File: config.mk
export PLATFORM = sky130hd
export DESIGN_NAME = bounded_ordered_list
export DESIGN_NICKNAME = d
export VERILOG_FILES = /design/src/rtl/bol_pkg.sv /design/src/rtl/bol_cell.sv /design/src/rtl/bounded_ordered_list.sv
export VERILOG_INCLUDE_DIRS = /design/src /design/src/rtl
export SDC_FILE = /design/constraint.sdc
export NUM_CORES = 2
export LEC_CHECK = 0
export BUFFER_PORTS_ARGS = -buffer_cell sky130_fd_sc_hd__buf_2
export CAP_MARGIN = 30
export CORE_UTILIZATION = 45
export DETAILED_ROUTE_END_ITERATION = 12
export HOLD_SLACK_MARGIN = 0.12
export SYNTH_ARGS = -nofsm -noshare
export SYNTH_HDL_FRONTEND = slang
export SYNTH_SLANG_ARGS = --single-unit
File: constraint.sdc
create_clock -name clk_i -period 17.05 [get_ports clk_i]
set_clock_uncertainty 0.05 [all_clocks]
set_input_delay 2.5575 -clock clk_i [delete_from_list [all_inputs] [get_ports clk_i]]
set_output_delay 2.5575 -clock clk_i [all_outputs]
set_load 0.1 [all_outputs]
File: src/rtl/bounded_ordered_list_macros.svh
// ----------------------------------------------------------------------------
// bounded_ordered_list_macros: assertion helpers for the ordered list
// Shared property wrappers, clocked on clk_i and disabled during reset.
// ----------------------------------------------------------------------------
`ifndef BOUNDED_ORDERED_LIST_MACROS_SVH
`define BOUNDED_ORDERED_LIST_MACROS_SVH

// Same-cycle implication.
`define BOL_ASSERT_NOW(label, ante, cons) \
  label: assert property (@(posedge clk_i) disable iff (!rst_ni) (ante) |-> (cons)) \
    else $error("bounded_ordered_list: same-cycle check failed");

// Next-cycle implication.
`define BOL_ASSERT_NEXT(label, ante, cons) \
  label: assert property (@(posedge clk_i) disable iff (!rst_ni) (ante) |=> (cons)) \
    else $error("bounded_ordered_list: next-cycle check failed");

`endif

File: src/rtl/bol_pkg.sv
// ----------------------------------------------------------------------------
// bol_pkg: shared definitions of the bounded ordered list
// Depth, derived widths, operation and status codes, and the cell control word.
// ----------------------------------------------------------------------------
package bol_pkg;

  localparam int unsigned DEPTH  = 16;
  localparam int unsigned IDX_W  = (DEPTH > 1) ? $clog2(DEPTH) : 1;
  localparam int unsigned CNT_W  = $clog2(DEPTH + 1);
  localparam int unsigned VAL_W  = 32;
  localparam int unsigned POS_W  = 8;
  localparam int unsigned OP_W   = 2;
  localparam int unsigned STAT_W = 3;

  localparam logic [OP_W-1:0] OP_INS_FRONT = 2'd0;
  localparam logic [OP_W-1:0] OP_INS_REAR  = 2'd1;
  localparam logic [OP_W-1:0] OP_DELETE    = 2'd2;
  localparam logic [OP_W-1:0] OP_READ      = 2'd3;

  localparam logic [STAT_W-1:0] ST_OK        = 3'd0;
  localparam logic [STAT_W-1:0] ST_EMPTY     = 3'd1;
  localparam logic [STAT_W-1:0] ST_NOT_FOUND = 3'd2;
  localparam logic [STAT_W-1:0] ST_BAD_POS   = 3'd3;
  localparam logic [STAT_W-1:0] ST_FULL      = 3'd4;

  typedef struct packed {
    logic ins_front;  // every cell takes its left neighbor's value
    logic ins_rear;   // the cell at the fill level takes the word value
    logic start;      // load match flag and read tap
    logic prop;       // pass match flag and read tap one cell right
    logic compact;    // cells at or after the hit take the right neighbor
  } bol_cell_ctrl_t;

endpackage

File: src/rtl/bol_cell.sv
// ----------------------------------------------------------------------------
// bol_cell: one storage cell of the ordered list
// Holds one entry, a sticky match flag and a read tap that ripple one cell a cycle.
// ----------------------------------------------------------------------------
module bol_cell import bol_pkg::*; (
  input  logic                     clk_i,
  input  logic                     rst_ni,
  input  bol_cell_ctrl_t           ctrl_i,
  input  logic [IDX_W-1:0]         idx_i,
  input  logic [CNT_W-1:0]         count_i,
  input  logic signed [VAL_W-1:0]  key_i,
  input  logic [POS_W-1:0]         pos_i,
  input  logic signed [VAL_W-1:0]  prev_val_i,
  input  logic signed [VAL_W-1:0]  next_val_i,
  input  logic                     prev_kill_i,
  input  logic [VAL_W-1:0]         prev_pass_i,
  output logic signed [VAL_W-1:0]  val_o,
  output logic                     kill_o,
  output logic [VAL_W-1:0]         pass_o
);

  logic signed [VAL_W-1:0] val_q, val_d;
  logic                    kill_q, kill_d;
  logic [VAL_W-1:0]        pass_q, pass_d;
  logic                    in_list;
  logic                    at_rear;
  logic                    pos_hit;
  logic [POS_W:0]          my_pos;

  assign in_list = CNT_W'(idx_i) < count_i;
  assign at_rear = CNT_W'(idx_i) == count_i;
  assign my_pos  = (POS_W+1)'(idx_i) + {{POS_W{1'b0}}, 1'b1};
  assign pos_hit = {1'b0, pos_i} == my_pos;

  always_comb begin
    val_d = val_q;
    if (ctrl_i.ins_front) begin
      val_d = prev_val_i;
    end else if (ctrl_i.ins_rear && at_rear) begin
      val_d = key_i;
    end else if (ctrl_i.compact && kill_q) begin
      val_d = next_val_i;
    end
  end

  always_comb begin
    kill_d = kill_q;
    pass_d = pass_q;
    if (ctrl_i.start) begin
      kill_d = in_list && (val_q == key_i);
      pass_d = pos_hit ? VAL_W'(val_q) : '0;
    end else if (ctrl_i.prop) begin
      kill_d = kill_q | prev_kill_i;
      pass_d = pass_q | prev_pass_i;
    end
  end

  always_ff @(posedge clk_i) begin
    val_q  <= val_d;
    pass_q <= pass_d;
  end

  always_ff @(posedge clk_i or negedge rst_ni) begin
    if (!rst_ni) begin
      kill_q <= 1'b0;
    end else begin
      kill_q <= kill_d;
    end
  end

  assign val_o  = val_q;
  assign kill_o = kill_q;
  assign pass_o = pass_q;

endmodule

File: src/rtl/bounded_ordered_list.sv
// ----------------------------------------------------------------------------
// bounded_ordered_list: ordered list of up to DEPTH signed 32-bit entries
// Insert front/rear, delete first match, read by position; one result word each.
//
//   channel  direction  handshake                 payload
//   in       input      in_valid_i / in_ready_o   op_i, item_value_i, position_i
//   out      output     out_valid_o / out_ready_i status_o, read_value_o,
//                                                  entry_count_o
//
// Inserts and early-status words pass through S_FIN to the output register, and
// the input reopens once S_FIN has loaded it; delete and read first pass through
// S_SCAN, where the match flag and read tap ripple one cell per cycle down the
// chain of DEPTH cells, and then through S_FIN.
// A new word is accepted while the previous result waits on out_ready_i; its
// own result then holds until the output register frees up.
// Reset empties the list at once; entries are not cleared.
// ----------------------------------------------------------------------------
`include "bounded_ordered_list_macros.svh"

module bounded_ordered_list import bol_pkg::*; (
  input  logic                     clk_i,
  input  logic                     rst_ni,
  input  logic                     in_valid_i,
  output logic                     in_ready_o,
  input  logic [OP_W-1:0]          op_i,
  input  logic signed [VAL_W-1:0]  item_value_i,
  input  logic [POS_W-1:0]         position_i,
  output logic                     out_valid_o,
  input  logic                     out_ready_i,
  output logic [STAT_W-1:0]        status_o,
  output logic signed [VAL_W-1:0]  read_value_o,
  output logic [CNT_W-1:0]         entry_count_o
);

  localparam logic [1:0] S_IDLE = 2'd0;
  localparam logic [1:0] S_SCAN = 2'd1;
  localparam logic [1:0] S_FIN  = 2'd2;

  localparam logic [IDX_W-1:0] LAST_STEP = IDX_W'(DEPTH - 1);

  logic [1:0]              state_q, state_d;
  logic [IDX_W-1:0]        step_q, step_d;
  logic                    del_q, del_d;
  logic [CNT_W-1:0]        count_q, count_d;
  logic [STAT_W-1:0]       res_status_q, res_status_d;
  logic signed [VAL_W-1:0] res_value_q, res_value_d;
  logic                    out_valid_q, out_valid_d;
  logic [STAT_W-1:0]       out_status_q, out_status_d;
  logic signed [VAL_W-1:0] out_value_q, out_value_d;
  logic [CNT_W-1:0]        out_count_q, out_count_d;

  bol_cell_ctrl_t          ctrl;
  logic                    acc;
  logic                    is_ins;
  logic                    full;
  logic                    pos_ok;
  logic                    scan_done;

  logic signed [VAL_W-1:0] cell_val  [DEPTH];
  logic                    cell_kill [DEPTH];
  logic [VAL_W-1:0]        cell_pass [DEPTH];

  assign in_ready_o = state_q == S_IDLE;
  assign acc        = in_valid_i && in_ready_o;
  assign is_ins     = (op_i == OP_INS_FRONT) || (op_i == OP_INS_REAR);
  assign full       = count_q == CNT_W'(DEPTH);
  assign pos_ok     = (position_i != '0) &&
                      ({1'b0, position_i} <= (POS_W+1)'(count_q));
  assign scan_done  = (state_q == S_SCAN) && (step_q == LAST_STEP);

  always_comb begin
    ctrl.ins_front = acc && (op_i == OP_INS_FRONT) && !full;
    ctrl.ins_rear  = acc && (op_i == OP_INS_REAR) && !full;
    ctrl.start     = acc && !is_ins && (count_q != '0);
    ctrl.prop      = (state_q == S_SCAN) && (step_q != LAST_STEP);
    ctrl.compact   = scan_done && del_q && cell_kill[DEPTH-1];
  end

  for (genvar g = 0; g < DEPTH; g++) begin : g_cell
    logic signed [VAL_W-1:0] prev_val;
    logic signed [VAL_W-1:0] next_val;
    logic                    prev_kill;
    logic [VAL_W-1:0]        prev_pass;

    if (g == 0) begin : g_head
      assign prev_val  = item_value_i;
      assign prev_kill = 1'b0;
      assign prev_pass = '0;
    end else begin : g_body
      assign prev_val  = cell_val[g-1];
      assign prev_kill = cell_kill[g-1];
      assign prev_pass = cell_pass[g-1];
    end

    if (g == DEPTH - 1) begin : g_tail
      assign next_val = cell_val[g];
    end else begin : g_inner
      assign next_val = cell_val[g+1];
    end

    bol_cell u_cell (
      .clk_i       (clk_i),
      .rst_ni      (rst_ni),
      .ctrl_i      (ctrl),
      .idx_i       (IDX_W'(g)),
      .count_i     (count_q),
      .key_i       (item_value_i),
      .pos_i       (position_i),
      .prev_val_i  (prev_val),
      .next_val_i  (next_val),
      .prev_kill_i (prev_kill),
      .prev_pass_i (prev_pass),
      .val_o       (cell_val[g]),
      .kill_o      (cell_kill[g]),
      .pass_o      (cell_pass[g])
    );
  end

  always_comb begin
    state_d      = state_q;
    step_d       = step_q;
    del_d        = del_q;
    count_d      = count_q;
    res_status_d = res_status_q;
    res_value_d  = res_value_q;
    out_valid_d  = out_valid_q && !out_ready_i;
    out_status_d = out_status_q;
    out_value_d  = out_value_q;
    out_count_d  = out_count_q;

    case (state_q)
      S_IDLE: begin
        if (acc) begin
          res_value_d = '0;
          state_d     = S_FIN;
          if (is_ins) begin
            if (full) begin
              res_status_d = ST_FULL;
            end else begin
              res_status_d = ST_OK;
              count_d      = count_q + 1'b1;
            end
          end else if (count_q == '0) begin
            res_status_d = ST_EMPTY;
          end else if ((op_i == OP_READ) && !pos_ok) begin
            res_status_d = ST_BAD_POS;
          end else begin
            state_d = S_SCAN;
            step_d  = '0;
            del_d   = op_i == OP_DELETE;
          end
        end
      end
      S_SCAN: begin
        if (step_q != LAST_STEP) begin
          step_d = step_q + 1'b1;
        end else begin
          step_d  = '0;
          state_d = S_FIN;
          if (del_q) begin
            res_value_d = '0;
            if (cell_kill[DEPTH-1]) begin
              res_status_d = ST_OK;
              count_d      = count_q - 1'b1;
            end else begin
              res_status_d = ST_NOT_FOUND;
            end
          end else begin
            res_status_d = ST_OK;
            res_value_d  = cell_pass[DEPTH-1];
          end
        end
      end
      S_FIN: begin
        // hold the result until the output register frees up
        if (!out_valid_q || out_ready_i) begin
          out_valid_d  = 1'b1;
          out_status_d = res_status_q;
          out_value_d  = res_value_q;
          out_count_d  = count_q;
          state_d      = S_IDLE;
        end
      end
      default: begin
        state_d = S_IDLE;
      end
    endcase
  end

  always_ff @(posedge clk_i or negedge rst_ni) begin
    if (!rst_ni) begin
      state_q     <= S_IDLE;
      step_q      <= '0;
      del_q       <= 1'b0;
      count_q     <= '0;
      out_valid_q <= 1'b0;
    end else begin
      state_q     <= state_d;
      step_q      <= step_d;
      del_q       <= del_d;
      count_q     <= count_d;
      out_valid_q <= out_valid_d;
    end
  end

  always_ff @(posedge clk_i) begin
    res_status_q <= res_status_d;
    res_value_q  <= res_value_d;
    out_status_q <= out_status_d;
    out_value_q  <= out_value_d;
    out_count_q  <= out_count_d;
  end

  assign out_valid_o   = out_valid_q;
  assign status_o      = out_status_q;
  assign read_value_o  = out_value_q;
  assign entry_count_o = out_count_q;

  `BOL_ASSERT_NOW(a_count_bound, 1'b1, count_q <= CNT_W'(DEPTH))
  `BOL_ASSERT_NOW(a_step_idle, state_q != S_SCAN, step_q == '0)
  `BOL_ASSERT_NEXT(a_full_hold, acc && is_ins && full, count_q == $past(count_q))
  `BOL_ASSERT_NEXT(a_ins_grow, acc && is_ins && !full, count_q == $past(count_q) + 1'b1)

endmodule

==> results.md <==
| Group | Item | Reported |
| --- | --- | --- |
| synth | Number of warning messages in the yosys log | 0 |
| placed design | Count of input and output buffers | 87 |
| synth | Synthesized netlist cell count | 5453 |
| power and ir drop | Clock network power share | 30.1% |
| critical path | Worst EP required | 17.44 ns |
| timing | Number of failing setup endpoints in the final timing report | 0 |
| die | Height of the chip | 359.3 µm |
| hold path | Worst min-delay path category | flop to flop |
| cts | Insertion delay of the later-clocked pin in the worst-skew pair | 0.79 ns |
| die | Num rows | 130 |
| synth | Mean instance size in the synthesized netlist | 10.53 µm² |
| finish | Share of final-layout standard cells stronger than drive strength 1 | 8.339% |
| global route | Remaining global-route overflow | 0 |
| route | Detailed-route wire length per cell | 31.62 µm |
| power and ir drop | Net Sw Frac | 34.12% |
| critical path | Arr. time, crit path | 7.22 ns |
| timing | Slew HR | 29.63% |
| job | Max capacitance violation total | 0 |
| timing | Slew of the pin with the lowest slew margin | 1.055 ns |
| power and ir drop | P_int | 6.059 mW |
| route | Drt via density | 6.308 |
| finish | Net count, final | 5434 |
| global route | GRT Overall Usage | 34.28% |
| route | Number of vias after detailed routing | 45000 |
| cts | CTS tree | yes |
| timing | Final cycle utilization of the critical path | 40.05% |
| global route | Antenna violations before repair | 6 |
| critical path | Startpoint Class | input pin |
| route | ANT nets after route | 0 |
| cts | Root Driver | sky130_fd_sc_hd__clkbuf_16 |
| timing | Final hold violations | 0 |
| cts | Htree depth | 4 |
| cts | Clock Sinks | 1128 |
| power and ir drop | PD cells | 145.0 nW/µm² |
| cts | Number of instances resized during post-cts repair | 0 |
| route | Drt first-iter violations | 6856 |
| route | Total wire length | 225.6 mm |
| synth | Fraction of the yosys area taken by sequential cells | 58.71% |
| finish | Most common library cell in the layout ignoring fill and taps | sky130_fd_sc_hd__nand2_1 |
| cts | Clock slew at reported path FFs | 0.06 ns |
| die | Die W | 359.3 µm |
| synth | Fraction of registers with async set/reset | 2.571% |
| synth | Mapped Nets | 5510 |
| finish | Relative area change from synthesis to final layout | 10.39% |
| synth | EDFF count, synth | 1099 |
| critical path | Cell depth of the worst flop-to-flop path | 8 |
| die | # IOs | 88 |
| synth | Netlist area before placement | 57440 µm² |
| placed design | Final RePlAce weighted congestion | 0.9522 |
| cts | Number of buffers on the longest clock path | 3 |
| route | Post-route DRC violation count | 0 |
| timing | Total Negative Setup Slacks | 0 ns |
| hold path | Hold path depth | 0 |
| die | Core ar. | 126100 µm² |
| power and ir drop | Net switching power figure | 3.138 mW |
| cts | Total clock buffers created by CTS | 131 |
| run status | Status | complete, no violations |
| critical path | Type of element capturing the critical path | flop |
| timing | Final Critical Period | 6.829 ns |
| timing | Maximum clock frequency | 146.4 MHz |
| synth | Predominant post-synthesis flop cell | sky130_fd_sc_hd__edfxtp_1 |
| finish | Core occupancy in the finished layout | 50.31% |
| global route | Vias in the first global route | 41980 |
| placed design | HPWL after DPL | 151.3 mm |
| timing | Final Max Tran Viols | 0 |
| power and ir drop | Power share of the sequential group | 49.5% |
| power and ir drop | Worst vdd ir | 105.6 µV |
| cts | Total of hold buffers inserted after clock tree synthesis | 0 |
| power and ir drop | Cell leakage power | 21.82 nW |
| finish | Top library cells by usage in the layout, fill and taps aside | sky130_fd_sc_hd__nand2_1 (1415), sky130_fd_sc_hd__edfxtp_1 (1099), sky130_fd_sc_hd__o21ai_0 (720), sky130_fd_sc_hd__xnor2_1 (390), sky130_fd_sc_hd__mux2i_1 (225) |
| die | DIE AREA | 129100 µm² |
| global route | Global-route wire length before repair | 317.6 mm |
| global route | Largest net degree at the start of global routing | 104 |
| critical path | Critical path class | input pin to flop |
| die | Effective utilization at floorplan | 45.57% |
| critical path | Largest fanout on the critical path | 62 |
| cts | Setup Buffers After CTS | 0 |
| timing | Unrepaired setup endpoints after global routing | false |
| synth | Post-synthesis register bit count | 1128 |
| synth | Yosys cell types | 52 |
| power and ir drop | Power share of the combinational group | 20.4% |
| route | Detailed-router iteration count before antenna repair | 6 |
==> flip-flops by register name, summed over array words and instances (netlist names), 4 cells and up <==
name	count
g_cell.u_cell.pass_o	512
g_cell.u_cell.val_o	512
read_value_o	32
res_value_q	32
g_cell.u_cell.kill_o	16
count_q	5
entry_count_o	5
step_q	4
==> critical path: stages <==
cell and delay (ns):
sky130_fd_sc_hd__buf_2 0.13, sky130_fd_sc_hd__nor3b_4 0.42, sky130_fd_sc_hd__o211ai_4 0.37, sky130_fd_sc_hd__inv_2 0.51
sky130_fd_sc_hd__or2_4 0.58, sky130_fd_sc_hd__buf_4 0.76, sky130_fd_sc_hd__buf_4 0.77, sky130_fd_sc_hd__buf_4 0.56
sky130_fd_sc_hd__buf_12 0.32
==> through the flow <==
stage	instances	setup slack (ns)	cell area, µm²	power (mW)	hold slack [ns]
3_5_place_dp	6893	9.385	59260	6.425	0.3545
2_1_floorplan	5453	7.287	57440	5.670	0.3503
6_report	7134	10.22	63410	9.197	0.3676
5_1_grt	7130	10.01	63400	9.499	0.3725
4_1_cts	7129	10.18	63380	9.166	0.3674
3_3_place_gp	6888	9.429	59130	6.373	0.3506
==> cell families (layout without fill, tap and decap cells) <==
group | count (synthesis) | in the layout | synth area share (%)
flops | 1128 | 1128 | 58.71
compound gates | 1132 | 1132 | 10.86
simple gates | 1981 | 1981 | 14.53
fa+ha+maj | 11 | 11 | 0.2396
xor+xnor | 518 | 518 | 7.898
buf+inv | 426 | 453 | 3.219
other cells | 0 | 4 | 0
mux | 257 | 257 | 4.548
==> synth_stat cells (2+ instances only) <==
library cell,n,area [µm²]
sky130_fd_sc_hd__nand2_1,1420,5330
sky130_fd_sc_hd__edfxtp_1,1099,33000
sky130_fd_sc_hd__o21ai_0,722,3613
sky130_fd_sc_hd__xnor2_1,390,3416
sky130_fd_sc_hd__mux2i_1,225,2252
sky130_fd_sc_hd__o22ai_1,201,1257
sky130_fd_sc_hd__clkbuf_1,174,653.1
sky130_fd_sc_hd__buf_2,173,865.8
sky130_fd_sc_hd__nor2_1,143,536.8
sky130_fd_sc_hd__xor2_1,128,1121
sky130_fd_sc_hd__nand3_1,123,615.6
sky130_fd_sc_hd__nand4_1,112,700.7
sky130_fd_sc_hd__o211ai_1,97,728.2
sky130_fd_sc_hd__a21oi_1,93,465.5
sky130_fd_sc_hd__buf_1,57,214.0
sky130_fd_sc_hd__nor4_1,47,294.0
sky130_fd_sc_hd__and2_1,42,262.8
sky130_fd_sc_hd__and3_1,33,206.5
sky130_fd_sc_hd__mux2_2,32,360.4
sky130_fd_sc_hd__dfrtp_1,29,725.7
sky130_fd_sc_hd__nor3_1,20,100.1
sky130_fd_sc_hd__ha_1,11,137.6
sky130_fd_sc_hd__inv_1,11,41.29
sky130_fd_sc_hd__nor2b_1,11,68.82
sky130_fd_sc_hd__buf_4,9,67.56
sky130_fd_sc_hd__nand2b_1,5,31.28
sky130_fd_sc_hd__and2_0,4,25.02
sky130_fd_sc_hd__o2111ai_1,4,35.03
sky130_fd_sc_hd__or3_1,4,25.02
sky130_fd_sc_hd__a21o_1,3,22.52
sky130_fd_sc_hd__nor2_2,3,18.77
sky130_fd_sc_hd__or4_1,3,22.52
sky130_fd_sc_hd__a31oi_1,2,12.51
sky130_fd_sc_hd__a41oi_1,2,17.52
sky130_fd_sc_hd__inv_2,2,7.510
sky130_fd_sc_hd__nor4_2,2,25.02
sky130_fd_sc_hd__or2_2,2,12.51
==> worst paths after layout <==
kind | end | slack (ns) | from
min in group asynchronous | g_cell[13].u_cell.kill_o | 1.73 | rst_ni
max | g_cell[8].u_cell.pass_o[13] | 10.22 | in_valid_i
min reg2reg | read_value_o[17] | 0.37 | res_value_q[17]
max in group asynchronous | g_cell[4].u_cell.kill_o | 14.68 | rst_ni
min | read_value_o[17] | 0.37 | res_value_q[17]
max reg2reg | g_cell[8].u_cell.pass_o[13] | 11.08 | count_q[2]
==> per-layer routing <==
metal  up-vias  share of wire, %  wire (µm)  GRT usage [%]
met3       617                12      27100          8.864
li1      19370                 -          -              -
met2      3143                44      98580          50.93
met5         -            0.0089         20              0
met4         2               6.5      14660          19.91
met1     21880                38      85250          45.31
==> power by group through the flow <==
stage                     Combinational, mW  Sequential [mW]  Clock (mW)
after floorplan                        1.10             4.57           0
after global placement                 1.79             4.58           0
after detailed placement               1.83             4.59           0
after CTS                              1.84             4.54        2.78
after global routing                   2.03             4.59        2.88
final                                  1.88             4.56        2.76
==> layout make-up <==
| class | instances | area, µm² |
|---|---|---|
| diodes | 4 | 10.01 |
| clock buffers | 175 | 3610 |
| clock inverters | 61 | 511.7 |
| fillers | 11320 | 62640 |
| inverters | 13 | 48.80 |
| multi-input cells | 3899 | 22020 |
| flip-flops and latches | 1128 | 33730 |
| well taps | 1650 | 2064 |
| repair buffers | 204 | 1419 |
(Power assumes the default switching activity.)
